===== src/rtl/core/fctt_pkg.sv =====
// fctt_pkg: types and constants for the flight countdown / teach timer core.
// No dependencies; imported by flight_countdown_teach_timer_core.
`default_nettype none

package fctt_pkg;

	// Operating modes
	typedef enum logic [1:0] {
		MODE_IDLE  = 2'd0,
		MODE_COUNT = 2'd1,
		MODE_TEACH = 2'd2,
		MODE_STORE = 2'd3
	} mode_t;

	// Button event codes
	localparam logic [1:0] EV_NONE  = 2'd0;
	localparam logic [1:0] EV_MAIN  = 2'd1;
	localparam logic [1:0] EV_TEACH = 2'd2;
	localparam logic [1:0] EV_OTHER = 2'd3;

	// Flight timer kept as whole minutes plus milliseconds within the minute
	localparam logic [15:0] MS_PER_MIN  = 16'd60000;
	// 20-bit saturation point 0xFFFFF = 17 min + 28575 ms
	localparam logic [4:0]  FLT_SAT_MIN = 5'd17;
	localparam logic [15:0] FLT_SAT_SUB = 16'd28575;

	localparam logic [9:0]  END_MS_MAX       = 10'h3FF;
	localparam logic [12:0] TEACH_MS_MAX     = 13'h1FFF;
	localparam logic [9:0]  END_FLASH_PERIOD = 10'd600;
	localparam logic [12:0] TEACH_BASE_MS    = 13'd1000;
	localparam logic [12:0] TEACH_STEP_MS    = 13'd400;
	localparam logic [3:0]  TEACH_TOP_MIN    = 4'd10;

	localparam logic [8:0]  FLASH_LONG_MS  = 9'd300;
	localparam logic [8:0]  FLASH_SHORT_MS = 9'd200;

	typedef struct packed {
		logic [1:0] button_event;
		logic       teach_active;
		logic [9:0] ms_elapsed;
	} call_t;

	typedef struct packed {
		logic       time_up;
		logic       flash_valid;
		logic [3:0] flash_count;
		logic [8:0] flash_on_ms;
		logic [8:0] flash_off_ms;
		logic       store_valid;
		logic [3:0] store_minutes;
	} result_t;

	// Teach dwell for a given minute value: 1000 + 400 * minutes
	function automatic logic [12:0] teach_dwell(input logic [3:0] minutes);
		return TEACH_BASE_MS + 13'(minutes) * TEACH_STEP_MS;
	endfunction

endpackage

`default_nettype wire


===== src/rtl/core/flight_countdown_teach_timer_core.sv =====
// flight_countdown_teach_timer_core: countdown / teach timer, one control call per transaction.
// Depends on fctt_pkg (types, mode codes, timing constants).
//
//  channel | signals                          | direction | payload
//  --------+----------------------------------+-----------+-------------------------
//  call    | call_valid, call_ready, call     | in        | call_t: event, lock, ms
//  result  | result_valid, result_ready, result| out      | result_t: up, flash, store
//  cfg     | cfg_valid, cfg_ready, cfg_data   | in        | stored flight minutes
//
// One call per clock while results are taken: a call waits in the input register (s1),
// then the mode logic and saturating counters update the state and load the
// result register in a single pass. The result is valid once s1 has moved into that register.
// A stalled result holds the pipeline; call_ready stays high while s1 is free
// or draining. Reset (arst_n low) clears mode, counters and flight minutes.
// cfg is always ready and reloads the flight minutes directly.
`default_nettype none

module flight_countdown_teach_timer_core
	import fctt_pkg::*;
(
	input  wire logic       clk,
	input  wire logic       arst_n,

	input  wire logic       call_valid,
	output logic            call_ready,
	input  wire call_t      call,

	output logic            result_valid,
	input  wire logic       result_ready,
	output result_t         result,

	input  wire logic       cfg_valid,
	output logic            cfg_ready,
	input  wire logic [3:0] cfg_data
);

	// ---------------------------------------------------------------
	// Handshake and input register
	// ---------------------------------------------------------------
	logic  call_vld_s1;
	call_t call_s1;
	logic  advance;

	// s1 moves into the result register when that is empty or being taken
	assign advance    = call_vld_s1 && (!result_valid || result_ready);
	assign call_ready = !call_vld_s1 || advance;
	assign cfg_ready  = 1'b1;

	always_ff @(posedge clk or negedge arst_n) begin
		if (!arst_n) begin
			call_vld_s1 <= 1'b0;
		end else if (call_ready) begin
			call_vld_s1 <= call_valid;
		end
	end

	always_ff @(posedge clk) begin
		if (call_valid && call_ready) begin
			call_s1 <= call;
		end
	end

	// ---------------------------------------------------------------
	// Block state
	// ---------------------------------------------------------------
	mode_t       mode_q,      mode_d;
	logic [3:0]  fmin_q,      fmin_d;      // flight minutes
	logic [4:0]  remain_q,    remain_d;    // last flashed remaining minutes
	logic [4:0]  flt_min_q,   flt_min_d;   // flight timer, whole minutes
	logic [15:0] flt_sub_q,   flt_sub_d;   // flight timer, ms within minute
	logic [9:0]  end_ms_q,    end_ms_d;
	logic [12:0] teach_ms_q,  teach_ms_d;
	result_t     res_d;

	// Counter updates with saturation, done ahead of the mode logic
	logic [16:0] flt_sum;
	logic [4:0]  flt_min_a;
	logic [15:0] flt_sub_a;
	logic [10:0] end_sum;
	logic [9:0]  end_ms_a;
	logic [13:0] teach_sum;
	logic [12:0] teach_ms_a;
	mode_t       mode_a;
	logic [3:0]  fmin_a;
	logic [3:0]  left;

	always_comb begin
		flt_sum = 17'(flt_sub_q) + 17'(call_s1.ms_elapsed);
		if (flt_sum >= 17'(MS_PER_MIN)) begin
			flt_min_a = flt_min_q + 5'd1;
			flt_sub_a = 16'(flt_sum - 17'(MS_PER_MIN));
		end else begin
			flt_min_a = flt_min_q;
			flt_sub_a = flt_sum[15:0];
		end
		if (flt_min_a > FLT_SAT_MIN ||
				(flt_min_a == FLT_SAT_MIN && flt_sub_a > FLT_SAT_SUB)) begin
			flt_min_a = FLT_SAT_MIN;
			flt_sub_a = FLT_SAT_SUB;
		end

		end_sum  = 11'(end_ms_q) + 11'(call_s1.ms_elapsed);
		end_ms_a = end_sum[10] ? END_MS_MAX : end_sum[9:0];

		teach_sum  = 14'(teach_ms_q) + 14'(call_s1.ms_elapsed);
		teach_ms_a = teach_sum[13] ? TEACH_MS_MAX : teach_sum[12:0];

		// Menu presses override the mode before the mode step
		mode_a = mode_q;
		fmin_a = fmin_q;
		if (call_s1.button_event == EV_TEACH) begin
			mode_a     = MODE_TEACH;
			teach_ms_a = '0;
			fmin_a     = '0;
		end else if (call_s1.button_event == EV_OTHER) begin
			mode_a = MODE_IDLE;
		end

		mode_d     = mode_a;
		fmin_d     = fmin_a;
		remain_d   = remain_q;
		flt_min_d  = flt_min_a;
		flt_sub_d  = flt_sub_a;
		end_ms_d   = end_ms_a;
		teach_ms_d = teach_ms_a;
		res_d      = '0;
		left       = fmin_a - flt_min_a[3:0];

		case (mode_a)
			MODE_IDLE: begin
				if (call_s1.button_event == EV_MAIN && !call_s1.teach_active) begin
					remain_d  = 5'(fmin_a) + 5'd1;
					mode_d    = MODE_COUNT;
					flt_min_d = '0;
					flt_sub_d = '0;
					end_ms_d  = '0;
				end
			end
			MODE_COUNT: begin
				if (call_s1.button_event == EV_MAIN) begin
					mode_d = MODE_IDLE;
				end else if (flt_min_a < 5'(fmin_a)) begin
					// New whole-minute count: flash it once
					if (remain_q != 5'(left)) begin
						remain_d           = 5'(left);
						res_d.flash_valid  = 1'b1;
						res_d.flash_count  = left;
						res_d.flash_on_ms  = FLASH_LONG_MS;
						res_d.flash_off_ms = FLASH_LONG_MS;
					end
				end else begin
					res_d.time_up = 1'b1;
					if (end_ms_a >= END_FLASH_PERIOD) begin
						end_ms_d           = '0;
						res_d.flash_valid  = 1'b1;
						res_d.flash_count  = 4'd1;
						res_d.flash_on_ms  = FLASH_SHORT_MS;
						res_d.flash_off_ms = FLASH_SHORT_MS;
					end
				end
			end
			MODE_TEACH: begin
				if (call_s1.button_event == EV_MAIN) begin
					mode_d = MODE_STORE;
				end else if (teach_ms_a >= teach_dwell(fmin_a)) begin
					teach_ms_d         = '0;
					fmin_d             = (fmin_a < TEACH_TOP_MIN) ? fmin_a + 4'd1 : 4'd1;
					res_d.flash_valid  = 1'b1;
					res_d.flash_count  = fmin_d;
					res_d.flash_on_ms  = FLASH_SHORT_MS;
					res_d.flash_off_ms = FLASH_SHORT_MS;
				end
			end
			default: begin
				res_d.store_valid   = 1'b1;
				res_d.store_minutes = fmin_a;
				mode_d              = MODE_IDLE;
			end
		endcase
	end

	always_ff @(posedge clk or negedge arst_n) begin
		if (!arst_n) begin
			mode_q     <= MODE_IDLE;
			fmin_q     <= '0;
			remain_q   <= '0;
			flt_min_q  <= '0;
			flt_sub_q  <= '0;
			end_ms_q   <= '0;
			teach_ms_q <= '0;
		end else begin
			if (advance) begin
				mode_q     <= mode_d;
				fmin_q     <= fmin_d;
				remain_q   <= remain_d;
				flt_min_q  <= flt_min_d;
				flt_sub_q  <= flt_sub_d;
				end_ms_q   <= end_ms_d;
				teach_ms_q <= teach_ms_d;
			end
			// setup read of stored minutes reloads the duration
			if (cfg_valid && cfg_ready) begin
				fmin_q <= cfg_data;
			end
		end
	end

	// ---------------------------------------------------------------
	// Result register
	// ---------------------------------------------------------------
	always_ff @(posedge clk or negedge arst_n) begin
		if (!arst_n) begin
			result_valid <= 1'b0;
		end else if (advance) begin
			result_valid <= 1'b1;
		end else if (result_ready) begin
			result_valid <= 1'b0;
		end
	end

	always_ff @(posedge clk) begin
		if (advance) begin
			result <= res_d;
		end
	end

	// ---------------------------------------------------------------
	// Assertions
	// ---------------------------------------------------------------
	a_ready_when_empty: assert property (@(posedge clk) disable iff (!arst_n)
		!result_valid |-> call_ready)
		else $error("call_ready low with an empty result register");

	a_store_to_idle: assert property (@(posedge clk) disable iff (!arst_n)
		result_valid && result.store_valid |-> mode_q == MODE_IDLE)
		else $error("store transaction did not leave the block idle");

	a_up_in_count: assert property (@(posedge clk) disable iff (!arst_n)
		result_valid && result.time_up |-> mode_q == MODE_COUNT)
		else $error("time_up reported outside countdown");

	a_flight_range: assert property (@(posedge clk) disable iff (!arst_n)
		flt_sub_q < MS_PER_MIN && flt_min_q <= FLT_SAT_MIN &&
		(flt_min_q != FLT_SAT_MIN || flt_sub_q <= FLT_SAT_SUB))
		else $error("flight timer outside its saturating range");

	a_remain_tracks_flash: assert property (@(posedge clk) disable iff (!arst_n)
		result_valid && result.flash_valid && result.flash_on_ms == FLASH_LONG_MS
		|-> remain_q == 5'(result.flash_count))
		else $error("remaining minutes not updated with minute flash");

endmodule

`default_nettype wire


===== config.mk =====
export PLATFORM = sky130hd
export DESIGN_NAME = flight_countdown_teach_timer_core
export DESIGN_NICKNAME = d
export VERILOG_FILES = /design/src/rtl/core/fctt_pkg.sv /design/src/rtl/core/flight_countdown_teach_timer_core.sv
export SDC_FILE = /design/constraint.sdc
export NUM_CORES = 1
export LEC_CHECK = 0
export BUFFER_PORTS_ARGS = -buffer_cell sky130_fd_sc_hd__buf_2
export CAP_MARGIN = 20
export CORE_ASPECT_RATIO = 1.25
export CORE_MARGIN = 8
export CORE_UTILIZATION = 37
export DETAILED_ROUTE_END_ITERATION = 12
export SYNTH_ARGS = -nofsm -noshare
export SYNTH_HDL_FRONTEND = slang
export SYNTH_SLANG_ARGS = --single-unit

===== constraint.sdc =====
create_clock -name clk -period 9.41 [get_ports clk]
set_input_delay 0.4705 -clock clk [delete_from_list [all_inputs] [get_ports clk]]
set_output_delay 0.4705 -clock clk [all_outputs]
set_load 0.005 [all_outputs]

Word-level counts from Yosys, hierarchy flattened. Index checks and enable logic that the tools add are counted.

Bits in registers: 99. Output and inout port bits: 32.

Add/sub/neg operators: 9. Multiply operators: 1. Magnitude comparators: 7. Equality and inequality tests: 11. Multiplexer cells: 48. Bitwise gates (word level): 1. Reduce and logical (&&, ||, !) cells: 17.

Operator list (count): 2-to-1 mux 23 bit (6); 2-to-1 mux 13 bit (5); 2-to-1 mux 16 bit (4); 2-to-1 mux 10 bit (5); one-hot mux 23 bit (2 select lines) (1); 2-to-1 mux 5 bit (9); 2-to-1 mux 4 bit (7); one-hot mux 10 bit (2 select lines) (1); adder 16 x 10 -> 17 bit (1); >= comparator 17 x 16 -> 1 bit (second input constant) (1); > comparator 16 x 15 -> 1 bit (second input constant) (1); subtractor 16 bit (second input constant) (1); adder 13 x 10 -> 14 bit (1); adder 10 x 13 -> 13 bit (first input constant) (1); >= comparator 13 bit (1); adder 10 x 10 -> 11 bit (1); >= comparator 10 bit (second input constant) (1); 2-to-1 mux 2 bit (5); one-hot mux 5 bit (2 select lines) (1); multiplier 4 x 5 -> 9 bit (second input constant) (1); != test 2 bit (second input constant) (4); equality test 2 bit (second input constant) (3); one-hot mux 2 bit (3 select lines) (1); AND reduction 6 bit (1); other kinds (19) (31).

Logic depth before layout (Yosys ltp). Gate-level depths: netlist of run 1.

Word-level depth: 13. Gate-level depth with buffers: 31.

Worst setup path after synthesis of run 1. No wires, ideal clock.

Kind: register to register. Start point: register call_s1[0] (netlist name). End point: register remain_q[0]. Library setup time: 0.125 ns. Arrival time: 5.929 ns. Data required time: 9.285 ns. Setup slack: 3.356 ns. Cell stages (with the launch flop): 29. Period minus slack after synthesis: 6.054 ns. Cell sequence: edfxtp_1 -> ha_1 -> inv_1 -> fa_1 -> nand2b_1 -> a21oi_1 -> o21ai_0 -> and2_1 -> ha_1 -> inv_1 -> o2111ai_2 -> a311oi_1 -> a221oi_1 -> o32ai_1 -> nand4_1 -> or4b_4 -> a21oi_4 -> buf_6 -> nor2_1 -> inv_1 -> ha_1 -> inv_1 -> fa_1 -> xnor2_1 -> nand2_1 -> nor4_1 -> nor4_2 -> o21ai_2 -> mux2_2.

Word-level cells in the longest chain between the ends: 12. Elaborated cells on any way between the ends: 21. Those cells by class: add/sub: 3; order compare: 4; eq/ne: 4; mux: 7; reduce/logical: 3.

Ends and longest elaborated chain: start: declaration (RTL line flight_countdown_teach_timer_core.sv:41) `call_t call_s1;`; start signal: assignment (RTL line flight_countdown_teach_timer_core.sv:59) `call_s1 <= call;`; adder 16 x 10 -> 17 bit (*) (RTL line flight_countdown_teach_timer_core.sv:88) `flt_sum = 17'(flt_sub_q) + 17'(call_s1.ms_elapsed);`; subtractor 16 bit / >= comparator 17 x 16 -> 1 bit (equally long branches) (RTL line flight_countdown_teach_timer_core.sv:91, flight_countdown_teach_timer_core.sv:89); 2-to-1 mux 16 bit / 2-to-1 mux 5 bit (equally long branches) (RTL line flight_countdown_teach_timer_core.sv:89) `if (flt_sum >= 17'(MS_PER_MIN)) begin`; > comparator 16 x 15 -> 1 bit / equality test 5 bit (equally long branches) (RTL line flight_countdown_teach_timer_core.sv:97) `(flt_min_a == FLT_SAT_MIN && flt_sub_a > FLT_SAT_SUB)) begin`; logical AND 1 bit (RTL line flight_countdown_teach_timer_core.sv:97); logical OR 1 bit (RTL line flight_countdown_teach_timer_core.sv:96) `if (flt_min_a > FLT_SAT_MIN ||`; 2-to-1 mux 5 bit (*) (RTL line flight_countdown_teach_timer_core.sv:96); parallel branches: the longest is 5 deep, another holds subtractor 4 bit; end signal: assignment (RTL line flight_countdown_teach_timer_core.sv:195) `remain_q <= remain_d;`; end: declaration (RTL line flight_countdown_teach_timer_core.sv:68) `logic [4:0] remain_q, remain_d;`.

Every way passes the cells marked *. The select of a mux whose other input is x is not followed. A chain may end at the register's enable or synchronous reset.

Worst setup path after layout of run 1. Same ends and word-level chain as after synthesis.

==> run_results.csv, run 1 <==
group,metric,value,unit
yosys,synth.area.mux_share,0.02407,
status,outcome,"finished clean",
yosys,synth_top_flop_cell,"dfrtp_1",
setup_path,required,9640,ps
yosys,yosys_warnings,0,
finish,layout_commonest_cell,"nand2_1",
clock_network,ctsResizeCount,0,
sta,tns,0,ps
route,drtPass1Iterations,5,
setup_path,worstPathArrival,7430,ps
floorplanning,pin_count,54,
clock_network,clkTransAtPathRegs,70,ps
power,total_power,2159,uW
clock_network,cts_tree,"yes",
floorplanning,fp.dieW,136.9,microns
place,dp_hpwl,12770,microns
sta,hold_viol_final,0,
yosys,ys_types,79,
sta,slew_headroom,0.3385,
floorplanning,core_area,18030,sq um
yosys,ys_seq_elements,83,
clock_network,max-clock-path-buffers,2,
sta,period_share,0.7645,
finish,fin_nets,879,
global_routing,grt_pass1_vias,5560,
yosys,synth_edf_count,26,
power,irDropWorstVdd,0.1099,mV
setup_path,slowest_stage,"nor4_1",
yosys,seq_area_frac_synth,0.3265,
sta,worst_pin_slew,990.3,ps
finish,layout-drive-gt1-share,0.1296,
finish,area_delta_synth_final,9.089,%
power,p_per_area,292.8,nW/um^2
finish,num-fill-cells,1854,
clock_network,cts_inserted_buffers,9,
place,gp_congestion,0.8856,
route,vias,5492,
floorplanning,die_area,22880,sq um
flow_run,drv_cap,0,
finish,antenna_cells,0,
setup_path,cpPeakStageDelay,610,ps
route,drt_iter0_markers,306,
hold_path,hold_class,"input pin to asynchronous set/reset pin",
global_routing,grt.overflow.total,0,
power,leakage,0.003286,uW
global_routing,grt_pass1_wl,28290,microns
yosys,syn_inst,762,
sta,setup_viol,0,
floorplanning,rows,55,
setup_path,worst_path_dominant_cell_family,"compound AO/OA/AOI/OAI gates",
yosys,synthSimpleGateAreaFrac,0.1840,
route,drtAntennaViolNets,0,
place,buffer_ports.inserted,46,
sta,finalClockSkew,6.782,ps
setup_path,startpoint_type,"flop",
clock_network,postCtsSetupRepairBufs,0,
clock_network,cts_hold_buffers,0,
yosys,syn_area,6759,sq um
global_routing,gr-usage-all-layers,0.1543,
route,routedWlPerCell,16.52,microns
clock_network,worstSkewPairLatency,350,ps
yosys,synthAdderAreaFrac,0.1296,
global_routing,grt_antenna_before_repair,0,
yosys,synth_compound_area_frac,0.2103,
floorplanning,die_h,167.1,microns
floorplanning,start_util,0.3749,
yosys,synthXorXnorAreaFrac,0.06479,
finish,final_cell_mix,"86 x nand2_1, 62 x nor2_1, 62 x ha_1, 60 x o21ai_0, 57 x dfrtp_1",
yosys,avgSynthCellArea,8.870,sq um
clock_network,ctsRootBufferMaster,"clkbuf_16",
setup_path,crit_buf_inv,3,
finish,multi_input_area,4168,sq um
finish,seqCellArea,2207,sq um
yosys,async_flop_share,0.6867,
sta,fmax,0.1390,GHz
route,via_per_inst,5.369,
global_routing,grt_max_degree,58,
setup_path,rr_startpoint,"call_s1[0]",
sta,rsz0062_at_grt,"false",
setup_path,cp-end-kind,"flop",
route,routed_wl,16900,microns
setup_path,path_max_fanout,16,
yosys,synth_top_family_by_area,"compound AO/OA/AOI/OAI gates",
setup_path,worstSetupPathType,"flop to flop",
setup_path,startpoint,"call_s1[0]",
route,drc_errors,0,
sta,slew_violations,0,
sta,period_minus_slack,7194,ps
clock_network,cts.sinks,83,
clock_network,h-tree-depth,3,
-- stage by stage --
step | instance area [sq um] | hold slack, ps | utilization | setup slack, ps | instances
2_1_floorplan | 6778 | 174.9 | - | 3356 | 767
3_3_place_gp | 7071 | 457.2 | 0.3922 | 2427 | 1007
3_5_place_dp | 7071 | 473.3 | 0.3922 | 2243 | 1007
4_1_cts | 7373 | 280.1 | 0.4090 | 2209 | 1023
5_1_grt | 7373 | 278.9 | 0.4090 | 1632 | 1023
6_report | 7373 | 278.5 | 0.4090 | 2216 | 1023
-- path summary, 6_finish.rpt --
check / end / slack (ps) / cells past startpoint
max in group asynchronous: teach_ms_q[0] / 8570 / 2
max: remain_q[0] / 2220 / 27
min: fmin_q[1] / 280 / 2
min reg2reg: mode_q[1] / 480 / 2
max reg2reg: remain_q[0] / 2220 / 27
min in group clk: call_s1[6] / 290 / 1
-- cell type report --
class,count,share of cell area
inverters,42,0.02138
clock inverters,6,0.008654
multi-input cells,605,0.5652
repair buffers,49,0.03428
flip-flops and latches,83,0.2993
well taps,228,0.03869
clock buffers,10,0.03241
-- flip-flops by register name, indices dropped and copies added (netlist names) --
register and flops:
result_valid 1, call_s1 13, flt_min_q 5, mode_q 2
fmin_q 4, call_vld_s1 1, teach_ms_q 13, end_ms_q 10
result 13, remain_q 5, flt_sub_q 16
-- cell usage after synthesis, types with 5 or more instances --
master	number	area share
nand2_1	86	0.048
ha_1	62	0.11
nor2_1	62	0.034
o21ai_0	60	0.044
dfrtp_1	57	0.21
a21oi_1	48	0.036
inv_1	41	0.023
xnor2_1	33	0.043
edfxtp_1	26	0.12
a21o_1	18	0.020
buf_4	18	0.020
and2_1	16	0.015
nand3_1	15	0.011
clkbuf_1	13	0.0072
nand2b_1	12	0.011
xor2_1	12	0.016
o21ai_1	11	0.0081
mux2_2	10	0.017
nor2b_1	10	0.0093
and3_1	9	0.0083
nor3_1	8	0.0059
o21a_1	7	0.0078
nand4_1	6	0.0056
o22ai_1	6	0.0056
a211oi_2	5	0.0093
and4_1	5	0.0065
buf_6	5	0.0083
fa_1	5	0.015
mux2i_1	5	0.0074
nor4_1	5	0.0046
o21bai_1	5	0.0056
or3_1	5	0.0046
-- per-layer routing --
layer | global-route usage | routed length, microns
met5 | 0 | 0
met4 | 0.06439 | 529
met3 | 0.02246 | 442
met2 | 0.2630 | 8383
met1 | 0.1888 | 7547
-- power by group --
group          total, uW  internal [uW]  switching (uW)  leakage (uW)
Combinational       1250            514             732       0.00217
Sequential           548            472            76.3      0.000967
Clock                365            213             152      0.000145
-- cells by family (layout without fill, tap and decap cells) --
logic type	Yosys count	count (layout)
other cells	2	7
mux	15	15
compound gates	215	215
fa+ha+maj	67	67
buf+inv	79	107
xor+xnor	47	47
flops	83	83
simple gates	254	254
No activity file was read; power rests on OpenSTA's default activity.
==> run 2: changes to the inputs <==
Clock period 9.41 ns to 6.1 ns, I/O delays scaled along.
==> run_results.csv, run 2 (synthesis gave the netlist of run 1 again) <==
group,metric,value,unit
status,outcome,"finished clean",
setup_path,startpoint_type,"flop",
setup_path,crit_path_end,"remain_q[1]",
global_routing,grt_pass1_wl,28490,microns
finish,final_cells,1091,
floorplanning,core_area,18030,sq um
floorplanning,rows,55,
place,gp_congestion,0.8934,
sta,period_minus_slack,5953,ps
sta,slew_headroom,0.3898,
clock_network,cts_tree,"yes",
setup_path,critical_path_cell_count,29,
finish,fin_nets,947,
sta,worst_pin_slew,913.3,ps
setup_path,crit_buf_inv,7,
sta,finalClockSkew,6.227,ps
route,drtAntennaViolNets,0,
sta,slew_violations,0,
power,p_per_area,469.8,nW/um^2
finish,final_util,0.4658,
floorplanning,start_util,0.3749,
setup_path,cp-end-kind,"flop",
global_routing,grt.overflow.total,0,
setup_path,worstPathArrival,6180,ps
setup_path,worst_path_dominant_cell_family,"compound AO/OA/AOI/OAI gates",
clock_network,cts_hold_buffers,0,
setup_path,cpPeakStageDelay,570,ps
setup_path,rr_startpoint,"call_s1[5]",
clock_network,cts_inserted_buffers,9,
floorplanning,die_area,22880,sq um
floorplanning,die_h,167.1,microns
route,vias,5772,
finish,largest_register_ff_count,16,
setup_path,rr_worst_depth,29,
global_routing,grt_pass1_vias,5705,
global_routing,grt_antenna_before_repair,0,
sta,setup_viol,0,
setup_path,required,6330,ps
route,routedWlPerCell,16.50,microns
sta,period_share,0.9758,
setup_path,startpoint,"call_s1[5]",
floorplanning,fp.dieW,136.9,microns
clock_network,cts.sinks,83,
global_routing,grt_max_degree,58,
place,buffer_ports.inserted,46,
sta,fmax,0.1680,GHz
finish,final_cell_mix,"86 x nand2_1, 66 x buf_4, 59 x nor2_1, 57 x dfrtp_1, 56 x o21ai_0",
place,dp_hpwl,13270,microns
finish,area_delta_synth_final,24.25,%
route,drt_iter0_markers,256,
setup_path,slowest_stage,"fa_2",
clock_network,ctsRootBufferMaster,"clkbuf_16",
route,drc_errors,0,
setup_path,r2r-end,"remain_q[1]",
finish,layout-drive-gt1-share,0.2584,
setup_path,path_max_fanout,4,
setup_path,r2r_slack,150,ps
setup_path,worstSetupPathType,"flop to flop",
clock_network,max-clock-path-buffers,2,
route,routed_wl,18000,microns
place,dp_cells,1063,
power,total_power,3945,uW
clock_network,worstSkewPairLatency,340,ps
floorplanning,pin_count,54,
global_routing,gr-usage-all-layers,0.1554,
power,leakage,0.003732,uW
finish,layout_commonest_cell,"nand2_1",
hold_path,hold_class,"input pin to asynchronous set/reset pin",
clock_network,h-tree-depth,3,
clock_network,clkTransAtPathRegs,60,ps
route,via_per_inst,5.291,
finish,antenna_cells,0,
sta,tns,0,ps
flow_run,drv_cap,0,
route,drtPass1Iterations,4,
power,irDropWorstVdd,0.1858,mV
finish,largest-register,"flt_sub_q",
sta,hold_viol_final,0,
[run 2: cell type report]
type,instances,area [sq um]
Fill cell,1749,9632
Multi-Input combinational cell,605,4621
Sequential cell,83,2207
Timing Repair Buffer,117,790.8
Tap cell,228,285.3
Clock buffer,12,277.8
Inverter,42,162.7
Clock inverter,4,53.80
[run 2: per-layer routing]
layer	up-vias	global-route usage	wire length [microns]
met4	0	0.06676	474
met5	-	0	0
met1	2746	0.1895	7797
li1	2909	-	-
met2	87	0.2679	9326
met3	30	0.01826	402
[run 2: through the flow]
stage               hold WS (ps)  setup slack, ps  instance area [sq um]
finish                     120.0            147.5                   8398
global route               120.6           -80.39                   8398
CTS                        120.5            22.78                   7845
detailed placement         467.3           -80.27                   7491
global placement           457.0            11.47                   7491
floorplan                  9.409            46.12                   6778
[run 2: worst min-delay path by stage]
stage	start	to	cells past startpoint
CTS	call[4]	call_s1[4]	1
detailed placement	flt_sub_q[3]	flt_sub_q[3]	2
global placement	flt_sub_q[0]	flt_sub_q[0]	2
finish	arst_n	flt_sub_q[11]	2
global route	call[4]	call_s1[4]	1
floorplan	arst_n	call_vld_s1	0
[run 2: repair_timing]
action	in CTS	in global routing
resized for setup	5	85
endpoints found under the hold margin	0	0
pin swaps	4	28
endpoints found under the setup margin	5	22
setup buffers	0	12
[run 2: worst reg2reg max path: cells and delay by family (launching register included)]
family / cells / cell delay [ps]
muxes: 2 / 650
DFF: 1 / 480
buffers and inverters: 7 / 820
adders and majority gates: 4 / 1160
AOI/OAI and AO/OA: 9 / 1590
xor gates and xnor gates: 1 / 120
and+or+nand+nor: 6 / 1020
[run 2: where the power goes]
| part | total (uW) | switching (uW) | internal [uW] |
|---|---|---|---|
| logic | 2480 | 1330 | 1150 |
| clock network | 600 | 234 | 366 |
| registers | 863 | 135 | 728 |
| total | 3950 | 1700 | 2250 |
==> run 3: changes to the inputs <==
==> constraint.sdc (replaced) <==
create_clock -name clk -period 6.1 [get_ports clk]
set_input_delay 0.915 -clock clk [delete_from_list [all_inputs] [get_ports clk]]
set_output_delay 0.915 -clock clk [all_outputs]
set_load 0.005 [all_outputs]
==> run_results.csv, run 3 (synthesis gave the netlist of run 1 again) <==
group,metric,value,unit
clock_network,max-clock-path-buffers,2,
power,irDropWorstVdd,0.2399,mV
status,outcome,"finished clean",
sta,fmax,0.1675,GHz
sta,slew_violations,0,
finish,layout_commonest_cell,"nand2_1",
place,dp_cells,1063,
route,drtPass1Iterations,5,
setup_path,required,6330,ps
setup_path,worstSetupPathType,"flop to flop",
flow_run,drv_cap,0,
floorplanning,rows,55,
place,gp_congestion,0.8934,
global_routing,grt_max_degree,58,
place,buffer_ports.inserted,46,
setup_path,rr_worst_depth,29,
setup_path,worst_path_dominant_cell_family,"compound AO/OA/AOI/OAI gates",
setup_path,crit_buf_inv,7,
global_routing,grt_pass1_wl,28600,microns
sta,finalClockSkew,10.60,ps
finish,final_cells,1093,
place,dp_hpwl,13230,microns
setup_path,worstPathArrival,6200,ps
clock_network,cts.sinks,83,
finish,antenna_cells,0,
setup_path,slowest_stage,"fa_2",
power,leakage,0.003727,uW
clock_network,clkTransAtPathRegs,60,ps
power,p_per_area,468.5,nW/um^2
floorplanning,core_area,18030,sq um
route,drt_iter0_markers,270,
sta,rsz0062_at_grt,"true",
finish,multi_input_area,4559,sq um
sta,period_share,0.9785,
hold_path,hold_class,"flop to flop",
finish,area_delta_synth_final,23.12,%
route,routed_wl,18140,microns
sta,period_minus_slack,5969,ps
floorplanning,fp.dieW,136.9,microns
finish,layout-drive-gt1-share,0.2555,
global_routing,grt_antenna_before_repair,0,
finish,fin_nets,949,
finish,final_cell_mix,"86 x nand2_1, 68 x buf_4, 59 x nor2_1, 57 x dfrtp_1, 56 x o21ai_0",
finish,largest-register,"flt_sub_q",
floorplanning,die_h,167.1,microns
setup_path,cpPeakStageDelay,560,ps
floorplanning,pin_count,54,
clock_network,cts_tree,"yes",
sta,hold_viol_final,0,
setup_path,startpoint_type,"flop",
clock_network,worstSkewPairLatency,340,ps
global_routing,gr-usage-all-layers,0.1560,
finish,num-fill-cells,1744,
route,drtAntennaViolNets,0,
route,via_per_inst,5.346,
hold_path,min_path_cells,2,
power,total_power,3898,uW
clock_network,ctsRootBufferMaster,"clkbuf_16",
global_routing,grt.overflow.total,0,
setup_path,crit_path_frequent_cell,"a21oi_4",
route,drc_errors,0,
sta,worst_pin_slew,898.1,ps
sta,setup_viol,0,
floorplanning,start_util,0.3749,
sta,fin_ws,131.2,ps
clock_network,cts_inserted_buffers,9,
place,placed_area,7491,sq um
sta,slew_headroom,0.4001,
finish,largest_register_ff_count,16,
setup_path,path_max_fanout,5,
global_routing,grt_pass1_vias,5789,
setup_path,cp-end-kind,"flop",
route,vias,5843,
floorplanning,die_area,22880,sq um
clock_network,h-tree-depth,3,
finish,post-route-cell-area,8322,sq um
route,routedWlPerCell,16.60,microns
setup_path,critical_path_cell_count,29,
finish,seqCellArea,2207,sq um
place,dp_worst_setup_slack,-100.8,ps
## run 3: cell types whose count changed in the layout (fill, tap and decap cells not counted), moves of 2 or more
cell | before | now
ha_1 | 49 | 51
buf_4 | 66 | 68
ha_4 | 11 | 9
clkinv_2 | 0 | 2
## run 3: metal layers
layer / global-route usage / share of wire / up-vias / routed length [microns]
li1: - / - / 2903 / -
met1: 0.1813 / 0.42 / 2821 / 7596
met2: 0.2843 / 0.54 / 88 / 9728
met3: 0.01796 / 0.024 / 31 / 427
met4: 0.05682 / 0.021 / 0 / 386
met5: 0 / 0 / - / 0
## run 3: path summary, 6_finish.rpt
check	startpoint	to	slack, ps
worst max-delay path	flt_sub_q[3]	remain_q[1]	130
worst min-delay path	flt_sub_q[7]	flt_sub_q[7]	480
worst max register to register	flt_sub_q[3]	remain_q[1]	130
worst min register to register	flt_sub_q[7]	flt_sub_q[7]	480
max in group asynchronous	arst_n	end_ms_q[0]	4810
min in group asynchronous	arst_n	flt_sub_q[11]	750
## run 3: report_power, final
group	internal (uW)	switching, uW	total (uW)
sequential	728	130	858
combinational	1150	1330	2480
clock	329	233	562
## run 3: worst register-to-register path: cells and delay by family (launching register included)
kind	cells	cell delay, ps
AOI/OAI and AO/OA	9	1680
adders and majority gates	4	1170
and+or+nand+nor	6	1020
buffers and inverters	7	850
muxes	2	670
DFF	1	390
xor gates and xnor gates	1	120
## run 3: area by class of cell
type                    instances  area share
repair buffers                119     0.09683
well taps                     228     0.03428
clock inverters                 6    0.007518
clock buffers                  10     0.02872
flip-flops and latches         83      0.2652
inverters                      42     0.01955
multi-input cells             605      0.5479
## run 3: per-stage QoR
| stage | setup TNS (ps) | utilization | hold slack (ps) |
|---|---|---|---|
| floorplan | 0 | - | 442.8 |
| global placement | 0 | 0.4155 | 457.0 |
| detailed placement | -493.2 | 0.4155 | 463.9 |
| CTS | 0 | 0.4337 | 477.2 |
| global route | -632.0 | 0.4616 | 514.1 |
| finish | 0 | 0.4616 | 484.5 |
## run 3: repair_timing
item / in CTS / in global routing
pin swaps: 3 / 35
endpoints found under the setup margin: 8 / 19
cloned: 0 / 0
gates resized for setup: 6 / 77
setup buffers: 0 / 14
hold buffers: 0 / 0
